**src/rtl/core/mfqs_pkg.sv**
```systemverilog
// ============================================================================
// mfqs_pkg
// Shared types and codes for the multilevel feedback queue scheduler.
// ============================================================================
`default_nettype none

package mfqs_pkg;

    // Fixed field widths
    localparam int ID_W  = 6;
    localparam int LVL_W = 2;
    localparam int OP_W  = 2;
    localparam int OC_W  = 2;
    localparam int ST_W  = 2;

    // Default sizing
    localparam int DEF_LEVELS      = 4;
    localparam int DEF_MAX_THREADS = 64;

    // Opcodes
    localparam logic [OP_W-1:0] OP_ADMIT  = 2'd0;
    localparam logic [OP_W-1:0] OP_PICK   = 2'd1;
    localparam logic [OP_W-1:0] OP_RETURN = 2'd2;

    // Return outcomes (any other code means finished)
    localparam logic [OC_W-1:0] OC_QUANTUM = 2'd0;
    localparam logic [OC_W-1:0] OC_YIELD   = 2'd1;

    // Status codes
    localparam logic [ST_W-1:0] ST_OK    = 2'd0;
    localparam logic [ST_W-1:0] ST_EMPTY = 2'd1;
    localparam logic [ST_W-1:0] ST_FULL  = 2'd2;
    localparam logic [ST_W-1:0] ST_STATE = 2'd3;

    // Input word
    typedef struct packed {
        logic [OP_W-1:0]  opcode;
        logic [ID_W-1:0]  thr_id;
        logic [LVL_W-1:0] level;
        logic [OC_W-1:0]  outcome;
    } t_in_word;

    // Output word
    typedef struct packed {
        logic [ID_W-1:0]  chosen_id;
        logic [LVL_W-1:0] chosen_level;
        logic [ST_W-1:0]  status;
    } t_out_word;

    // Result of one execute step; from_mem takes the id from the queue read
    typedef struct packed {
        logic [ID_W-1:0]  chosen_id;
        logic [LVL_W-1:0] chosen_level;
        logic [ST_W-1:0]  status;
        logic             from_mem;
    } t_exec_res;

endpackage

`default_nettype wire

```
**src/rtl/core/mfqs_ram.sv**
```systemverilog
// ============================================================================
// mfqs_ram
// Queue entry storage: one write port, one read port, registered read data.
// ============================================================================
`default_nettype none

module mfqs_ram #(
    parameter int DEPTH  = 256,
    parameter int ADDR_W = 8
) (
    input  wire logic                      i_clk,
    input  wire logic                      i_we,
    input  wire logic [ADDR_W-1:0]         i_waddr,
    input  wire logic [mfqs_pkg::ID_W-1:0] i_wdata,
    input  wire logic                      i_re,
    input  wire logic [ADDR_W-1:0]         i_raddr,
    output logic      [mfqs_pkg::ID_W-1:0] o_rdata
);
    import mfqs_pkg::*;

    logic [ID_W-1:0] r_mem [DEPTH];
    logic [ID_W-1:0] r_rdata;

    // Write entry
    always_ff @(posedge i_clk) begin
        if (i_we) begin
            r_mem[i_waddr] <= i_wdata;
        end
    end

    // Read entry; hold data until the next read
    always_ff @(posedge i_clk) begin
        if (i_re) begin
            r_rdata <= r_mem[i_raddr];
        end
    end

    assign o_rdata = r_rdata;

endmodule

`default_nettype wire

```
**src/rtl/core/mfqs_engine.sv**
```systemverilog
// ============================================================================
// mfqs_engine
// Queue pointers, level counts and running-thread state; executes one word.
// ============================================================================
`default_nettype none

module mfqs_engine #(
    parameter int LEVELS      = mfqs_pkg::DEF_LEVELS,
    parameter int MAX_THREADS = mfqs_pkg::DEF_MAX_THREADS,
    parameter int LW          = (LEVELS > 1) ? $clog2(LEVELS) : 1,
    parameter int PW          = (MAX_THREADS > 1) ? $clog2(MAX_THREADS) : 1
) (
    input  wire logic                      i_clk,
    input  wire logic                      i_rst_n,
    input  wire logic                      i_fire,
    input  wire mfqs_pkg::t_in_word        i_item,
    input  wire logic [mfqs_pkg::ID_W-1:0] i_run_id,
    output logic                           o_mem_we,
    output logic      [LW+PW-1:0]          o_mem_waddr,
    output logic      [mfqs_pkg::ID_W-1:0] o_mem_wdata,
    output logic                           o_mem_re,
    output logic      [LW+PW-1:0]          o_mem_raddr,
    output mfqs_pkg::t_exec_res            o_res
);
    import mfqs_pkg::*;

    localparam int CW = $clog2(MAX_THREADS + 1);

    logic [PW-1:0] r_head [LEVELS];
    logic [PW-1:0] r_tail [LEVELS];
    logic [CW-1:0] r_cnt  [LEVELS];
    logic [PW-1:0] n_head [LEVELS];
    logic [PW-1:0] n_tail [LEVELS];
    logic [CW-1:0] n_cnt  [LEVELS];
    logic          r_run_vld, n_run_vld;
    logic [LW-1:0] r_run_lvl, n_run_lvl;

    logic          pick_hit;
    logic [LW-1:0] pick_lvl;
    logic [LW-1:0] adm_lvl;
    logic [LW-1:0] ret_lvl;
    logic [LW-1:0] push_lvl;
    logic [LW-1:0] cnt_lvl;
    logic [CW-1:0] cnt_sel;
    logic          push_full;
    logic [PW-1:0] tail_sel;
    logic [PW-1:0] head_sel;
    logic [PW-1:0] tail_nxt;
    logic [PW-1:0] head_nxt;
    logic          finished;

    // Find the lowest-numbered non-empty level
    always_comb begin
        pick_hit = 1'b0;
        pick_lvl = '0;
        for (int i = LEVELS - 1; i >= 0; i--) begin
            if (r_cnt[i] != '0) begin
                pick_hit = 1'b1;
                pick_lvl = LW'(i);
            end
        end
    end

    // Saturate the admit level, work out the re-queue level
    always_comb begin
        if (int'(i_item.level) >= LEVELS) begin
            adm_lvl = LW'(LEVELS - 1);
        end else begin
            adm_lvl = LW'(i_item.level);
        end
        if (i_item.outcome == OC_QUANTUM && r_run_lvl != LW'(LEVELS - 1)) begin
            ret_lvl = r_run_lvl + LW'(1);
        end else begin
            ret_lvl = r_run_lvl;
        end
    end

    assign finished  = (i_item.outcome != OC_QUANTUM) && (i_item.outcome != OC_YIELD);
    assign push_lvl  = (i_item.opcode == OP_ADMIT) ? adm_lvl : ret_lvl;
    assign cnt_lvl   = (i_item.opcode == OP_PICK) ? pick_lvl : push_lvl;
    assign cnt_sel   = r_cnt[cnt_lvl];
    assign push_full = (cnt_sel == CW'(MAX_THREADS));
    assign tail_sel  = r_tail[push_lvl];
    assign head_sel  = r_head[pick_lvl];
    assign tail_nxt  = (tail_sel == PW'(MAX_THREADS - 1)) ? '0 : tail_sel + PW'(1);
    assign head_nxt  = (head_sel == PW'(MAX_THREADS - 1)) ? '0 : head_sel + PW'(1);

    // Execute one word
    always_comb begin
        n_head      = r_head;
        n_tail      = r_tail;
        n_cnt       = r_cnt;
        n_run_vld   = r_run_vld;
        n_run_lvl   = r_run_lvl;
        o_mem_we    = 1'b0;
        o_mem_waddr = {push_lvl, tail_sel};
        o_mem_wdata = i_item.thr_id;
        o_mem_re    = 1'b0;
        o_mem_raddr = {pick_lvl, head_sel};
        o_res       = '0;
        if (i_fire) begin
            unique case (i_item.opcode)
                OP_ADMIT: begin
                    if (push_full) begin
                        o_res.status = ST_FULL;
                    end else begin
                        o_mem_we              = 1'b1;
                        n_tail[push_lvl]      = tail_nxt;
                        n_cnt[push_lvl]       = cnt_sel + CW'(1);
                        o_res.chosen_id       = i_item.thr_id;
                        o_res.chosen_level    = LVL_W'(push_lvl);
                    end
                end
                OP_PICK: begin
                    if (r_run_vld) begin
                        o_res.status = ST_STATE;
                    end else if (!pick_hit) begin
                        o_res.status = ST_EMPTY;
                    end else begin
                        o_mem_re              = 1'b1;
                        n_head[pick_lvl]      = head_nxt;
                        n_cnt[pick_lvl]       = cnt_sel - CW'(1);
                        n_run_vld             = 1'b1;
                        n_run_lvl             = pick_lvl;
                        o_res.chosen_level    = LVL_W'(pick_lvl);
                        o_res.from_mem        = 1'b1;
                    end
                end
                OP_RETURN: begin
                    if (!r_run_vld) begin
                        o_res.status = ST_STATE;
                    end else if (finished) begin
                        n_run_vld             = 1'b0;
                        o_res.chosen_id       = i_run_id;
                        o_res.chosen_level    = LVL_W'(r_run_lvl);
                    end else if (push_full) begin
                        o_res.status = ST_FULL;
                    end else begin
                        o_mem_we              = 1'b1;
                        o_mem_wdata           = i_run_id;
                        n_tail[push_lvl]      = tail_nxt;
                        n_cnt[push_lvl]       = cnt_sel + CW'(1);
                        n_run_vld             = 1'b0;
                        o_res.chosen_id       = i_run_id;
                        o_res.chosen_level    = LVL_W'(push_lvl);
                    end
                end
                default: begin
                    o_res = '0;
                end
            endcase
        end
    end

    // Update queue state
    always_ff @(posedge i_clk) begin
        if (!i_rst_n) begin
            for (int i = 0; i < LEVELS; i++) begin
                r_head[i] <= '0;
                r_tail[i] <= '0;
                r_cnt[i]  <= '0;
            end
            r_run_vld <= 1'b0;
            r_run_lvl <= '0;
        end else begin
            r_head    <= n_head;
            r_tail    <= n_tail;
            r_cnt     <= n_cnt;
            r_run_vld <= n_run_vld;
            r_run_lvl <= n_run_lvl;
        end
    end

endmodule

`default_nettype wire

```
**src/rtl/core/multilevel_feedback_queue_scheduler.sv**
```systemverilog
// ============================================================================
// multilevel_feedback_queue_scheduler
// One FIFO of thread ids per priority level with admit, pick and return.
// ============================================================================
//
//   Channel  Valid     Ready     Word
//   -------  --------  --------  -----------------------
//   request  i_valid   o_ready   i_data  (t_in_word)
//   result   o_valid   i_ready   o_data  (t_out_word)
//
// A word sits in the input register while it executes against the queue
// state; its result shows on o_valid at the next edge, and one word can
// enter per cycle while the result register is free or draining. The queue
// entry read for a pick lands in the memory read register at the same edge
// as the result. Reset clears pointers, counts and the running state at
// once; the queue memory is not cleared. A held result stalls only the
// input register, which still takes one more word.
// ============================================================================
`default_nettype none

module multilevel_feedback_queue_scheduler #(
    parameter int LEVELS      = mfqs_pkg::DEF_LEVELS,
    parameter int MAX_THREADS = mfqs_pkg::DEF_MAX_THREADS
) (
    input  wire logic                 i_clk,
    input  wire logic                 i_rst_n,
    input  wire logic                 i_valid,
    output logic                      o_ready,
    input  wire mfqs_pkg::t_in_word   i_data,
    output logic                      o_valid,
    input  wire logic                 i_ready,
    output mfqs_pkg::t_out_word       o_data
);
    import mfqs_pkg::*;

    localparam int LW     = (LEVELS > 1) ? $clog2(LEVELS) : 1;
    localparam int PW     = (MAX_THREADS > 1) ? $clog2(MAX_THREADS) : 1;
    localparam int ADDR_W = LW + PW;
    localparam int DEPTH  = LEVELS * (2 ** PW);

    logic              r_in_vld;
    t_in_word          r_in;
    logic              r_out_vld;
    t_exec_res         r_res;
    logic              exec_fire;
    t_exec_res         exec_res;
    logic              mem_we;
    logic [ADDR_W-1:0] mem_waddr;
    logic [ID_W-1:0]   mem_wdata;
    logic              mem_re;
    logic [ADDR_W-1:0] mem_raddr;
    logic [ID_W-1:0]   mem_rdata;

    // Execute when the result register is free or draining
    assign exec_fire = r_in_vld && (!r_out_vld || i_ready);
    assign o_ready   = !r_in_vld || exec_fire;

    // Input register
    always_ff @(posedge i_clk) begin
        if (!i_rst_n) begin
            r_in_vld <= 1'b0;
        end else if (o_ready) begin
            r_in_vld <= i_valid;
        end
    end

    always_ff @(posedge i_clk) begin
        if (i_valid && o_ready) begin
            r_in <= i_data;
        end
    end

    mfqs_engine #(
        .LEVELS      (LEVELS),
        .MAX_THREADS (MAX_THREADS),
        .LW          (LW),
        .PW          (PW)
    ) u_engine (
        .i_clk       (i_clk),
        .i_rst_n     (i_rst_n),
        .i_fire      (exec_fire),
        .i_item      (r_in),
        .i_run_id    (mem_rdata),
        .o_mem_we    (mem_we),
        .o_mem_waddr (mem_waddr),
        .o_mem_wdata (mem_wdata),
        .o_mem_re    (mem_re),
        .o_mem_raddr (mem_raddr),
        .o_res       (exec_res)
    );

    mfqs_ram #(
        .DEPTH  (DEPTH),
        .ADDR_W (ADDR_W)
    ) u_ram (
        .i_clk   (i_clk),
        .i_we    (mem_we),
        .i_waddr (mem_waddr),
        .i_wdata (mem_wdata),
        .i_re    (mem_re),
        .i_raddr (mem_raddr),
        .o_rdata (mem_rdata)
    );

    // Result register
    always_ff @(posedge i_clk) begin
        if (!i_rst_n) begin
            r_out_vld <= 1'b0;
        end else if (exec_fire) begin
            r_out_vld <= 1'b1;
        end else if (i_ready) begin
            r_out_vld <= 1'b0;
        end
    end

    always_ff @(posedge i_clk) begin
        if (exec_fire) begin
            r_res <= exec_res;
        end
    end

    // Take the picked id from the read register; it holds while the result waits
    assign o_valid             = r_out_vld;
    assign o_data.chosen_id    = r_res.from_mem ? mem_rdata : r_res.chosen_id;
    assign o_data.chosen_level = r_res.chosen_level;
    assign o_data.status       = r_res.status;

endmodule

`default_nettype wire

```
**config.mk**
```make
export PLATFORM = sky130hd
export DESIGN_NAME = multilevel_feedback_queue_scheduler
export DESIGN_NICKNAME = d
export VERILOG_FILES = /design/src/rtl/core/mfqs_pkg.sv /design/src/rtl/core/mfqs_ram.sv /design/src/rtl/core/mfqs_engine.sv /design/src/rtl/core/multilevel_feedback_queue_scheduler.sv
export SDC_FILE = /design/constraint.sdc
export NUM_CORES = 2
export LEC_CHECK = 0
export BUFFER_PORTS_ARGS = -buffer_cell sky130_fd_sc_hd__buf_4
export CAP_MARGIN = 20
export CORE_UTILIZATION = 60
export CTS_BUF_LIST = sky130_fd_sc_hd__clkbuf_8
export DETAILED_ROUTE_END_ITERATION = 8
export GPL_TIMING_DRIVEN = 0
export PLACE_DENSITY_LB_ADDON = 0.25
export SLEW_MARGIN = 5
export SYNTH_ARGS = -nofsm -noshare
export SYNTH_HDL_FRONTEND = slang
export SYNTH_HIERARCHICAL = 1
export SYNTH_SLANG_ARGS = --single-unit
```
**constraint.sdc**
```tcl
create_clock -name i_clk -period 14.6 [get_ports i_clk]
set_input_delay 1.46 -clock i_clk [delete_from_list [all_inputs] [get_ports i_clk]]
set_output_delay 1.46 -clock i_clk [all_outputs]
set_load 0.05 [all_outputs]
```
After elaboration in Yosys (flattened, before gate mapping)
Memory sizes are Yosys's and may differ from the RTL's. A register that Yosys moved wholly into a read port is not among the register bits. Cells that the tools add are included.

Add/sub/neg operators: 5. Order comparisons: 5. Eq/ne operators: 11. Mux-type cells: 81. Bitwise logic cells: 4. Reductions and logical operators: 25.

Operators by type and width (count): 28-bit two-way mux (5); 6-bit two-way mux (14); 28-bit case mux with 3 select lines (1); 24-bit two-way mux (3); 28-bit bitwise mux (2); 24-bit bitwise mux (2); 24-bit case mux with 2 select lines (1); 8-bit two-way mux (4); 7-bit demux with 2-bit select (2); 7-bit two-way mux (4); 7-bit nonzero test (4); 2-bit two-way mux (13); 6-bit binary-select mux with 2-bit select (2); 6-bit demux with 2-bit select (2); 1-bit two-way mux (21); 7-bit binary-select mux with 2-bit select (1); 6-bit by 1-bit adder with 6-bit output (second input constant) (2); 6-bit equality test (second input constant) (2); 4-bit case mux with 3 select lines (1); 6-bit case mux with 2 select lines (1); 3-bit greater-or-equal comparator (second input constant) (3); 2-bit inverter with 3-bit output (3); 4-bit AND reduction (2); 2-bit nonzero test (4); other kinds (18) (32).

Register bits: 104. Memory bits (writable): 1536. Bits of input ports: 16. Word-level logic and storage cells: 156. Memories kept: 1.

Memory list: u_ram.r_mem (depth 256, bits a word 6, read ports 1, clocked after Yosys merged registers in 1, wr ports 1, RTL line mfqs_ram.sv:21) `logic [ID_W-1:0] r_mem [DEPTH];`.

Depth between registers and ports, before layout
Word-level depth: 18. Mapped depth: 24. Mapped depth without buffers: 17.

Modules after synthesis
Netlist, hierarchy kept.

Modules (own cells, without submodules): mfqs_ram (times used 1, cells each 2964, area an instance 60133.9 um2, sequential area each 46304.4 um2); mfqs_engine (times used 1, cells each 682, area an instance 5465.2 um2, sequential area each 1581.5 um2); multilevel_feedback_queue_scheduler (times used 1, cells each 43, area an instance 905.9 um2, sequential area each 730.7 um2).

Least setup slack after synthesis
Ideal clock, no wire load.

Kind: reg-to-reg. Start: register r_in[10] in the netlist's numbering. End: memory u_ram.r_mem[0][0] (data pin). Library setup time: 397 ps. Arrival time: 4997 ps. Path slack: 9206 ps. Stages on the path, launching flop included: 20. Clock period less this slack: 5394 ps. Path through: edfxtp_1 > inv_1 > ha_1 > clkbuf_1 > o31ai_2 > inv_1 > clkbuf_1 > nand2_1 > nand2_1 > o32ai_1 > nor2_1 > clkbuf_1 > ha_1 > clkbuf_1 > nand2_1 > o22ai_2 > or3b_4 > and3_1 > buf_4 > mux2_4.

Word-level cells in the longest chain between the ends: 13. Elaborated cells on any way between the ends: 15. Those cells by class: eq/ne (3); mux (10); bitwise (1); reduce/logical (1).

Ends and longest elaborated chain: from (decl) (RTL line multilevel_feedback_queue_scheduler.sv:42) `t_in_word r_in;`; from (signal assigned) (RTL line multilevel_feedback_queue_scheduler.sv:69) `r_in <= i_data;`; 2-bit zero test (RTL line mfqs_engine.sv:79) `assign push_lvl = (i_item.opcode == OP_ADMIT) ? adm_lvl : ret_lvl;`; 2-bit two-way mux (RTL line mfqs_engine.sv:79); named net mem_waddr[6] (RTL line multilevel_feedback_queue_scheduler.sv:48) `logic [ADDR_W-1:0] mem_waddr;`; 2-bit two-way mux (RTL line mfqs_engine.sv:80) `assign cnt_lvl = (i_item.opcode == OP_PICK) ? pick_lvl : push_lvl;`; 2-bit inverter with 3-bit output (implied by the code) (RTL line mfqs_engine.sv:81) `assign cnt_sel = r_cnt[cnt_lvl];`; 7-bit binary-select mux with 2-bit select (RTL line mfqs_engine.sv:81); 7-bit two-way mux (implied by the code) (2 in a row) (RTL line mfqs_engine.sv:81); 7-bit equality test (RTL line mfqs_engine.sv:82) `assign push_full = (cnt_sel == CW'(MAX_THREADS));`; 6-bit two-way mux (RTL line mfqs_engine.sv:136) `end else if (push_full) begin`; 6-bit two-way mux (RTL line mfqs_engine.sv:132) `end else if (finished) begin`; 6-bit two-way mux (RTL line mfqs_engine.sv:130) `if (!r_run_vld) begin`; 6-bit two-way mux (RTL line mfqs_engine.sv:102) `unique case (i_item.opcode)`; 6-bit two-way mux (RTL line mfqs_engine.sv:101) `if (i_fire) begin`; named net mem_wdata[0] (RTL line multilevel_feedback_queue_scheduler.sv:49) `logic [ID_W-1:0] mem_wdata;`; to (decl) (RTL line mfqs_ram.sv:21).

The timed path passes the listed nets, and every way through them passes these cells. The select of a mux whose other input is x is not followed.

Worst setup path in the final report
Start: register r_in[10] in the netlist's numbering. End: memory u_ram.r_mem[178][0] (enable).

Word-level cells in the longest chain between the ends: 15. Elaborated cells on any way between the ends: 21. Those cells by class: eq/ne (3); mux (15); bitwise (2); reduce/logical (1).

Ends and longest elaborated chain: 2-bit zero test * (RTL line mfqs_engine.sv:79); 2-bit two-way mux * (RTL line mfqs_engine.sv:79); named net mem_waddr[6] (RTL line multilevel_feedback_queue_scheduler.sv:48); 2-bit two-way mux * (RTL line mfqs_engine.sv:80); 2-bit inverter with 3-bit output (implied by the code) * (RTL line mfqs_engine.sv:81); 7-bit binary-select mux with 2-bit select * (RTL line mfqs_engine.sv:81); 7-bit two-way mux (implied by the code) * (2 in a row) (RTL line mfqs_engine.sv:81); 7-bit equality test * (RTL line mfqs_engine.sv:82); 1-bit two-way mux * (RTL line mfqs_engine.sv:104, mfqs_engine.sv:136); 1-bit two-way mux (RTL line mfqs_engine.sv:132); 1-bit two-way mux (RTL line mfqs_engine.sv:130); 1-bit case mux with 2 select lines * (RTL line mfqs_engine.sv:102); 1-bit two-way mux * (RTL line mfqs_engine.sv:101); named net mem_we (RTL line multilevel_feedback_queue_scheduler.sv:47) `logic mem_we;`; 1-bit two-way mux * (RTL line mfqs_ram.sv:26) `if (i_we) begin`; 1-bit two-way mux (implied by the code) * (RTL line mfqs_ram.sv:27) `r_mem[i_waddr] <= i_wdata;`.

The timed path passes the listed nets; every way through them passes the cells marked *. The select of a mux whose other input is x is not followed.

==> flow_metrics.env <==
export IMPL_start_util_pct=60.8
export IMPL_setup_violations=0
export IMPL_cts_buffers=281
export IMPL_grt_pass1_wl_um=276000
export IMPL_max_stage_delay_ns=0.83
export IMPL_syn_to_final_growth_pct=11.5
export IMPL_fillers=7224
export IMPL_synth_nets=3714
export IMPL_drt_iter0_drc=6445
export IMPL_synthAdderAreaFrac_pct=0.169
export IMPL_critPathTopFamily="simple AND/OR/NAND/NOR gates"
export IMPL_path_max_fanout=16
export IMPL_arrival_ns=9.65
export IMPL_path_cells="inv_1 > ha_1 > clkbuf_1 > o31ai_2 > inv_1 > clkbuf_1 > nand2_1 > nand2_1 > o32ai_1 > nor2_1 > clkbuf_1 > ha_1 > clkbuf_1 > nand2_1 > o22ai_2 > nand3_1 > nor2_1 > nor3_1 > clkbuf_1 > buf_1 > nand3_1 > clkbuf_2 > nor2_1"
export IMPL_synth_xor_area_share_pct=0.132
export IMPL_syn_inst=3689
export IMPL_numPortBuffers=27
export IMPL_p_sw_mw=2.30
export IMPL_htree_levels=5
export IMPL_totalNegativeSetupSlack_ns=0
export IMPL_grt_max_degree=148
export IMPL_internal_power_mw=7.35
export IMPL_clockPowerShare_pct=38.9
export IMPL_postCtsSetupRepairBufs=0
export IMPL_crit_cells=23
export IMPL_power_frac_seq_pct=53.8
export IMPL_grt_pass1_vias=37700
export IMPL_required_ns=15.16
export IMPL_chipHeight_um=335
export IMPL_muxShareOfSynthArea_pct=14.4
export IMPL_swShare_pct=23.8
export IMPL_max_freq_mhz=110
export IMPL_synth_edf_count=1565
export IMPL_rsz0062_at_grt="false"
export IMPL_pwr_share_comb_pct=7.3
export IMPL_drtPass1Iterations=8
export IMPL_fin_crit_sh_pct=62.2
export IMPL_dp_hpwl_um=133000
export IMPL_die_area_mm2=0.112
export IMPL_via_per_inst=6.93
export IMPL_die_w_um=335
export IMPL_layout_min_cycle_time_ns=9.09
export IMPL_clockRootBuffer="clkbuf_8"
export IMPL_reg2regPathDepth=23
export IMPL_num_rows=121
export IMPL_synth_area_mm2=0.0665
export IMPL_crit_type="reg2reg"
export IMPL_synthTopCellsByArea="edfxtp_1 (71%), mux4_2 (11%), mux2i_1 (2.5%), dfxtp_1 (2.4%), nor2_1 (2.3%)"
export IMPL_final_nets=4058
export IMPL_clkSinkCount=1646
export IMPL_worstSetupStartpointType="flop"
export IMPL_synth_compound_area_share_pct=4.93
export IMPL_slew_violations=0
export IMPL_yosysTopAreaCellShare_pct=70.7
export IMPL_clk_latency_ns=0.96
export IMPL_r2r_start="r_in[10]"
export IMPL_endpoint="u_ram/r_mem[178][0]"
export IMPL_ys_warn_count=6
export IMPL_drc=0
export IMPL_final_cell_mix="edfxtp_1 (1,565), nor2_1 (400), mux4_2 (331), clkbuf_8 (285), mux2i_1 (169)"
export IMPL_syn_area_per_cell_um2=18.0
export IMPL_yosysSeqAreaShare_pct=73.1
export IMPL_vias=39500
export IMPL_wl_um=198000
export IMPL_ant_nets=0
export IMPL_endpoint_kind="flop"
export IMPL_antenna_found_initial=13
export IMPL_synth_top_family_by_area="multiplexers"
export IMPL_wl_per_cell_um=34.8
export IMPL_cpMostUsedCell="clkbuf_1"
export IMPL_r2r_end="u_ram/r_mem[178][0]"
export IMPL_run_status="completed"
export IMPL_path_clk_slew_ns=0.06
export IMPL_grt_usage_pct=35.7
export IMPL_synth_top_cell_by_area="edfxtp_1"
export IMPL_ir_drop_v=0.0000900
export IMPL_cts_tree="yes"
export IMPL_finClkSkew_ns=0.0596
export IMPL_ctsHoldBuffers=0
export IMPL_clock_tree_buffer_depth=4
export IMPL_tightest_slew_ns=1.29
export IMPL_ys_ff_latch=1646
export IMPL_yosysUniqueCellTypes=92
export IMPL_drive_above_1_share_pct=21.5
export IMPL_fp_coreArea_mm2=0.109
export IMPL_routabilityCongestion=1.01
export IMPL_power_per_cell_area_mw_per_mm2=130
export IMPL_fin_total_pwr_mw=9.65
export IMPL_synthArstFlopShare_pct=0
export IMPL_synth_simple_gate_area_share_pct=5.26
export IMPL_startpoint="r_in[10]"
export IMPL_final_common_cell="edfxtp_1"
export IMPL_p_leak_nw=23.0
export IMPL_cts_repair_resized=0
export IMPL_relSlewSlack_pct=13.8
export IMPL_crit_buf_inv=9
export IMPL_hold_viol=0
export IMPL_overflow=0
export IMPL_io_pins=28
export IMPL_synth_flop_cell="edfxtp_1"
export IMPL_hold_path_class="reg2reg"
export IMPL_maxCapViolations=0
export IMPL_crit_slowest_cell="o31ai_2"
export IMPL_r2r_slack_ns=5.51
[synth_stat cells, types with 18 or more instances]
cell,n
a211oi_1,23
a21oi_1,80
a221oi_1,18
a22oi_1,84
and2_1,20
buf_2,45
buf_4,37
buf_6,19
clkbuf_1,120
dfxtp_1,81
edfxtp_1,1565
inv_1,26
mux2_2,23
mux2i_1,169
mux4_2,331
nand2_1,144
nand3_1,67
nor2_1,400
nor2b_1,26
nor3_1,23
o21ai_0,52
o221ai_1,39
o22ai_1,33
[flip-flops by register name, summed over array words and instances (netlist names)]
register,count
u_engine/r_run_lvl,2
u_engine/r_head,24
o_valid,1
u_ram/o_rdata,6
r_in,12
u_ram/r_mem,1536
r_in_vld,1
r_res,7
u_engine/r_run_vld,1
o_data,4
u_engine/r_tail,24
u_engine/r_cnt,28
[layout make-up]
type / instances / area (um2) / area share (%)
Multi-Input combinational cell: 1784 / 16700 / 22.5
Sequential cell: 1646 / 48600 / 65.6
Inverter: 30 / 114 / 0.154
Timing Repair Buffer: 61 / 758 / 1.02
Buffer: 229 / 1220 / 1.64
Antenna cell: 5 / 12.5 / 0.0169
Tap cell: 1476 / 1850 / 2.49
Clock buffer: 285 / 3920 / 5.29
Clock inverter: 183 / 1010 / 1.36
[power groups by stage]
stage | registers [mW] | clock network (mW) | logic, mW
2_1_floorplan | 5.29 | 0 | 0.378
3_3_place_gp | 5.30 | 0 | 0.646
3_5_place_dp | 5.29 | 0 | 0.670
4_1_cts | 5.19 | 3.78 | 0.672
5_1_grt | 5.19 | 3.98 | 0.715
6_report | 5.19 | 3.75 | 0.706
[cell families after synthesis]
group,count (synthesis)
DFF,1646
and+or+nand+nor,770
muxes,536
AOI/OAI and AO/OA,459
buffers and inverters,259
xor gates and xnor gates,10
adders and majority gates,9
[worst min-delay path by stage]
| stage | from | end | slack [ns] | cells after the start |
|---|---|---|---|---|
| global placement | u_engine/r_tail[20] | u_engine/r_tail[20] | 0.47 | 2 |
| detailed placement | u_engine/r_tail[20] | u_engine/r_tail[20] | 0.48 | 2 |
| finish | u_engine/r_tail[22] | u_engine/r_tail[22] | 0.49 | 2 |
| CTS | u_engine/r_tail[20] | u_engine/r_tail[20] | 0.49 | 2 |
| floorplan | u_engine/r_cnt[20] | u_engine/r_cnt[20] | 0.45 | 2 |
| global route | u_engine/r_tail[20] | u_engine/r_tail[20] | 0.51 | 2 |
[worst register-to-register path: cells and delay by family, from the launching register on]
family	cells	cell delay, ns
buf+inv	9	3.27
simple gates	9	3.38
flops	1	0.40
fa+ha+maj	2	0.49
compound gates	3	1.21
[per-layer routing]
metal	global-route usage, %	share of wire (%)	vias to the layer above
met5	0.478	0.10	-
met2	51.7	44	3247
li1	-	-	15700
met1	48.0	35	19900
met4	19.7	6.4	22
met3	12.0	15	683
[per-stage QoR]
| step | utilization, % | instances | cell area (um2) | hold slack [ns] | setup WS (ns) |
|---|---|---|---|---|---|
| after floorplan | - | 3689 | 66500 | 0.453 | 9.21 |
| after global placement | 62.7 | 5192 | 68600 | 0.472 | 5.65 |
| after detailed placement | 63.2 | 5219 | 69100 | 0.478 | 5.93 |
| after CTS | 67.8 | 5687 | 74100 | 0.494 | 5.89 |
| after global routing | 67.8 | 5699 | 74200 | 0.510 | 5.45 |
| final | 67.8 | 5699 | 74200 | 0.490 | 5.51 |
No activity file was read; power rests on OpenSTA's default activity.
